<file path="src/sme_pkg.sv">
// ----------------------------------------------------------------------------
// Stack machine execute package
// Shared action codes, request struct and constants.
// ----------------------------------------------------------------------------
package sme_pkg;

  localparam int StackDepthDefault = 64;
  localparam int PlenW = 15;
  localparam int DataW = 64;

  typedef enum logic [3:0] {
    ACT_PUSH = 4'd0,
    ACT_POP  = 4'd1,
    ACT_ADD  = 4'd2,
    ACT_SUB  = 4'd3,
    ACT_MUL  = 4'd4,
    ACT_DIV  = 4'd5,
    ACT_OUT  = 4'd6,
    ACT_JMP  = 4'd7,
    ACT_JE   = 4'd8,
    ACT_JNE  = 4'd9,
    ACT_JA   = 4'd10,
    ACT_JAE  = 4'd11,
    ACT_JB   = 4'd12,
    ACT_JBE  = 4'd13
  } action_t;

  // classified request handed from front to back
  typedef struct packed {
    logic [3:0]       action;
    logic [DataW-1:0] operand;
    logic             target_ok;
  } req_t;

  typedef enum logic [2:0] {
    ST_IDLE,
    ST_RD1,
    ST_RD2,
    ST_EXEC,
    ST_ARITH,
    ST_RESULT
  } state_t;

endpackage

</file>
<file path="src/sme_front.sv">
// ----------------------------------------------------------------------------
// Front end
// Accepts requests, checks jump targets, feeds a two-entry queue.
// ----------------------------------------------------------------------------
module sme_front
  import sme_pkg::*;
(
  input  logic             clk,
  input  logic             rst,
  input  logic             in_valid,
  output logic             in_stall,
  input  logic [3:0]       action,
  input  logic [DataW-1:0] operand,
  input  logic [PlenW-1:0] program_length,
  output logic             q_valid,
  output req_t             q_req,
  input  logic             q_pop
);
  req_t       entry [2];
  logic [1:0] count;
  logic       rd_ptr, wr_ptr;
  logic       push;
  req_t       req_in;

  assign in_stall = (count == 2'd2);
  assign push     = in_valid && !in_stall;

  always_comb begin
    req_in.action    = action;
    req_in.operand   = operand;
    req_in.target_ok = !operand[DataW-1] &&
                       (operand[DataW-2:PlenW] == '0) &&
                       (operand[PlenW-1:0] < program_length);
  end

  assign q_valid = (count != 2'd0);
  assign q_req   = entry[rd_ptr];

  always_ff @(posedge clk) begin
    if (push) begin
      entry[wr_ptr] <= req_in;
    end
    if (rst) begin
      count  <= '0;
      rd_ptr <= 1'b0;
      wr_ptr <= 1'b0;
    end else begin
      if (push) wr_ptr <= !wr_ptr;
      if (q_pop) rd_ptr <= !rd_ptr;
      count <= count + {1'b0, push} - {1'b0, q_pop};
    end
  end
endmodule

</file>
<file path="config.mk">
export PLATFORM = sky130hd
export DESIGN_NAME = sme_front
export DESIGN_NICKNAME = d
export VERILOG_FILES = /design/src/sme_pkg.sv /design/src/sme_front.sv
export SDC_FILE = /design/constraint.sdc
export NUM_CORES = 1
export LEC_CHECK = 0
export BUFFER_PORTS_ARGS = -buffer_cell sky130_fd_sc_hd__buf_2
export CAP_MARGIN = 25
export CORE_MARGIN = 2
export CORE_UTILIZATION = 56
export CTS_CLUSTER_SIZE = 8
export DETAILED_ROUTE_END_ITERATION = 8
export PLACE_DENSITY = 0.86
export SYNTH_ARGS = -nofsm -noshare
export SYNTH_HDL_FRONTEND = slang
export SYNTH_SLANG_ARGS = --single-unit
</file>
<file path="constraint.sdc">
create_clock -name clk -period 10.2 [get_ports clk]
set_input_delay 1.53 -clock clk [delete_from_list [all_inputs] [get_ports clk]]
set_output_delay 1.53 -clock clk [all_outputs]
set_load 0.005 [all_outputs]
</file>
==> metrics.txt <==
# IOs=158; cell-internal power=1.23 mW; clock sink total=143; Final Instance Count excl. Fillers=619; worst-skew pair later-pin latency=roughly 0.50 ns; Initial DRC Count=180; RSZ-0062 raised after global routing=false; Cell Area, Synth=5640 um2; Place WS=slightly above 7 ns; Layout Nets=576; power share of the clock group=36.4%; die width=104 um; CTS clk-pin slew, worst paths=around 0.060 ns; max_cap viols=0; Post-Route Skew=between 0.007 and 0.008 ns; DR WL/cell=between 15 and 20 um; total routing usage reported by global routing=20.1%; vias in the first global route=3,375; area leader, netlist=edfxtp_1; Least-Margin Pin Slew=0.932 ns; Remaining Overflow, GRT=0; Combinational Power Share=between 10% and 20%; worst-path maximum fanout=69; DR DRC count=0; Post-synth EDFFs=138; post-detail-place hpwl=7.04 mm; CP Capture Type=primary output; Inserted Clock Buffers=17; Max Clk Rate=279 MHz; post_cts resized=0; CTS tree=built; CTS root buffer=clkbuf_8; Cells after Synth=303; first-pass GRT wire length=about 17 mm; final-report max-slew violation count=0; Yosys cell types=27; htree depth=4; Synth area leaders=edfxtp_1 74%, mux2_2 14%, ha_1 3.6%; antenna violations before repair=0; setup_tns=0 ns; Post-synth top cells=138 x edfxtp_1, 69 x mux2_2, 16 x ha_1, 16 x inv_1, 11 x nor4_1; CP Launch Type=flip-flop; Core ar.=9770 um2; chip height=approximately 100 um; Worst IR Drop VDD=0.000163 V; ys async rst share=0%; flip-flop and latch area=4250 um2; area of the multi-input gates=roughly 1300 um2; post-route minimum period=3.58 ns; relative slew slack=37.9%; final setup fails=0; critical path arrival=2.05 ns; Leakage=between 2 and 3 nW; count of warnings emitted by yosys=0; Synth Flop Type=edfxtp_1; Crit Path Category=flip-flop to primary output; Layout area overhead=26.7%; total number of vias=3,221; Synth top area share=between 70% and 80%; std cell rows=36; largest net degree at the start of global routing=70; setup ws final=6.62 ns; count leader, synth=edfxtp_1; input/output buffers=about 160; outcome=finished, final reports clean; # placed instances=587; antenna diode instance count=0; WP data required=8.67 ns; register share of total power=49.0%; Net Sw Frac=23.2%; Setup Fix Bufs, Post-CTS=0; final wirelength=between 10 and 15 mm; DR pass1 iterations=4; mean cell area of the mapped netlist=18.6 um2; Sw Pwr=0.372 mW; R2R Path Start=count[0]$_SDFF_PP0_; Fin. Hold Viols=0; Cell Pwr Density=225 nW/um2; hold-fix buffer count after cts=0; Syn Nets=406; Fill cells=638; Final Cycle Share=35.1%; full die area=about 11,000 um2; post-synthesis sequential area ratio=75.3%; antenna viol nets, final=0; class of the worst hold path=flip-flop to flip-flop; clock tree buffer depth=2; HP Start=rd_ptr$_SDFFE_PP0P_; Initial Utilization=57.7%; Via density=5.20; layout cell share with drive strength beyond 1=~54%; final core occ=between 70% and 80%; gpl congestion=0.736; Yosys reg bits=143
==> metrics by stage <==
| step | hold WS [ns] | instance area [um2] | total power, mW |
|---|---|---|---|
| floorplan | 0.480 | 5640 | 0.922 |
| global placement | 0.493 | 6570 | 1.02 |
| detailed placement | 0.522 | 6570 | 1.03 |
| CTS | 0.540 | 7140 | 1.62 |
| global route | 0.562 | 7140 | 1.67 |
| finish | 0.534 | 7140 | 1.61 |
==> state kept, by name, summed over array words and instances, names as in the netlist, named ones only <==
register / cells
entry: 138
rd_ptr: 1
wr_ptr: 1
count: 2
==> cells in the final DEF, fill, tap and decap left out, types with 3 or more instances in the layout <==
cell type / n
buf_2: 157
edfxtp_1: 138
mux2_2: 69
inv_1: 16
ha_1: 16
clkbuf_16: 16
nor4_1: 11
nor2_1: 7
nand4_1: 5
a21oi_1: 4
clkinv_2: 4
clkinv_1: 4
dfxtp_1: 4
a21o_1: 3
bufinv_16: 3
==> layer usage <==
metal  GRT usage, %  routed length, um  share of wire [%]  up-vias
met4           7.34                165                1.5        0
met5              0                  0                  0        -
met3           5.45                488                4.6       14
met1           24.2               4350                 41     1565
li1               -                  -                  -     1528
met2           34.5               5710                 53      114
==> worst max-delay path, cell delays in order, from the launching register on <==
cell     delay [ns]
dfxtp_4        0.92
mux2_2         0.42
buf_2          0.13
==> final cells by class <==
cell class | instances | share of cell area (%)
Multi-Input combinational cell | 136 | 18.2
Inverter | 16 | 0.841
Tap cell | 133 | 2.33
Sequential cell | 143 | 59.5
Clock buffer | 18 | 5.85
Timing Repair Buffer | 159 | 11.2
Clock inverter | 14 | 2.09
==> power groups by stage <==
stage	Combinational, mW	Sequential (mW)	Clock, mW
floorplan	0.137	0.785	0
detailed placement	0.236	0.799	0
CTS	0.237	0.788	0.596
global placement	0.231	0.792	0
global route	0.255	0.796	0.618
finish	0.234	0.787	0.585
==> worst paths after layout <==
check / end / slack [ns] / cells after the start
worst min register to register: rd_ptr$_SDFFE_PP0P_ / 0.53 / 2
worst max-delay path: q_req[35] / 6.62 / 2
worst max register to register: entry[0][58]$_DFFE_PP_ / 8.31 / 4
worst min-delay path: rd_ptr$_SDFFE_PP0P_ / 0.53 / 2
==> logic make-up after synthesis <==
group	synth area share, %
compound gates	1.33
xor+xnor	0.622
fa+ha+maj	3.55
buf+inv	1.80
flops	75.3
mux	13.8
simple gates	3.60
Power figures use the tool's default switching activity.
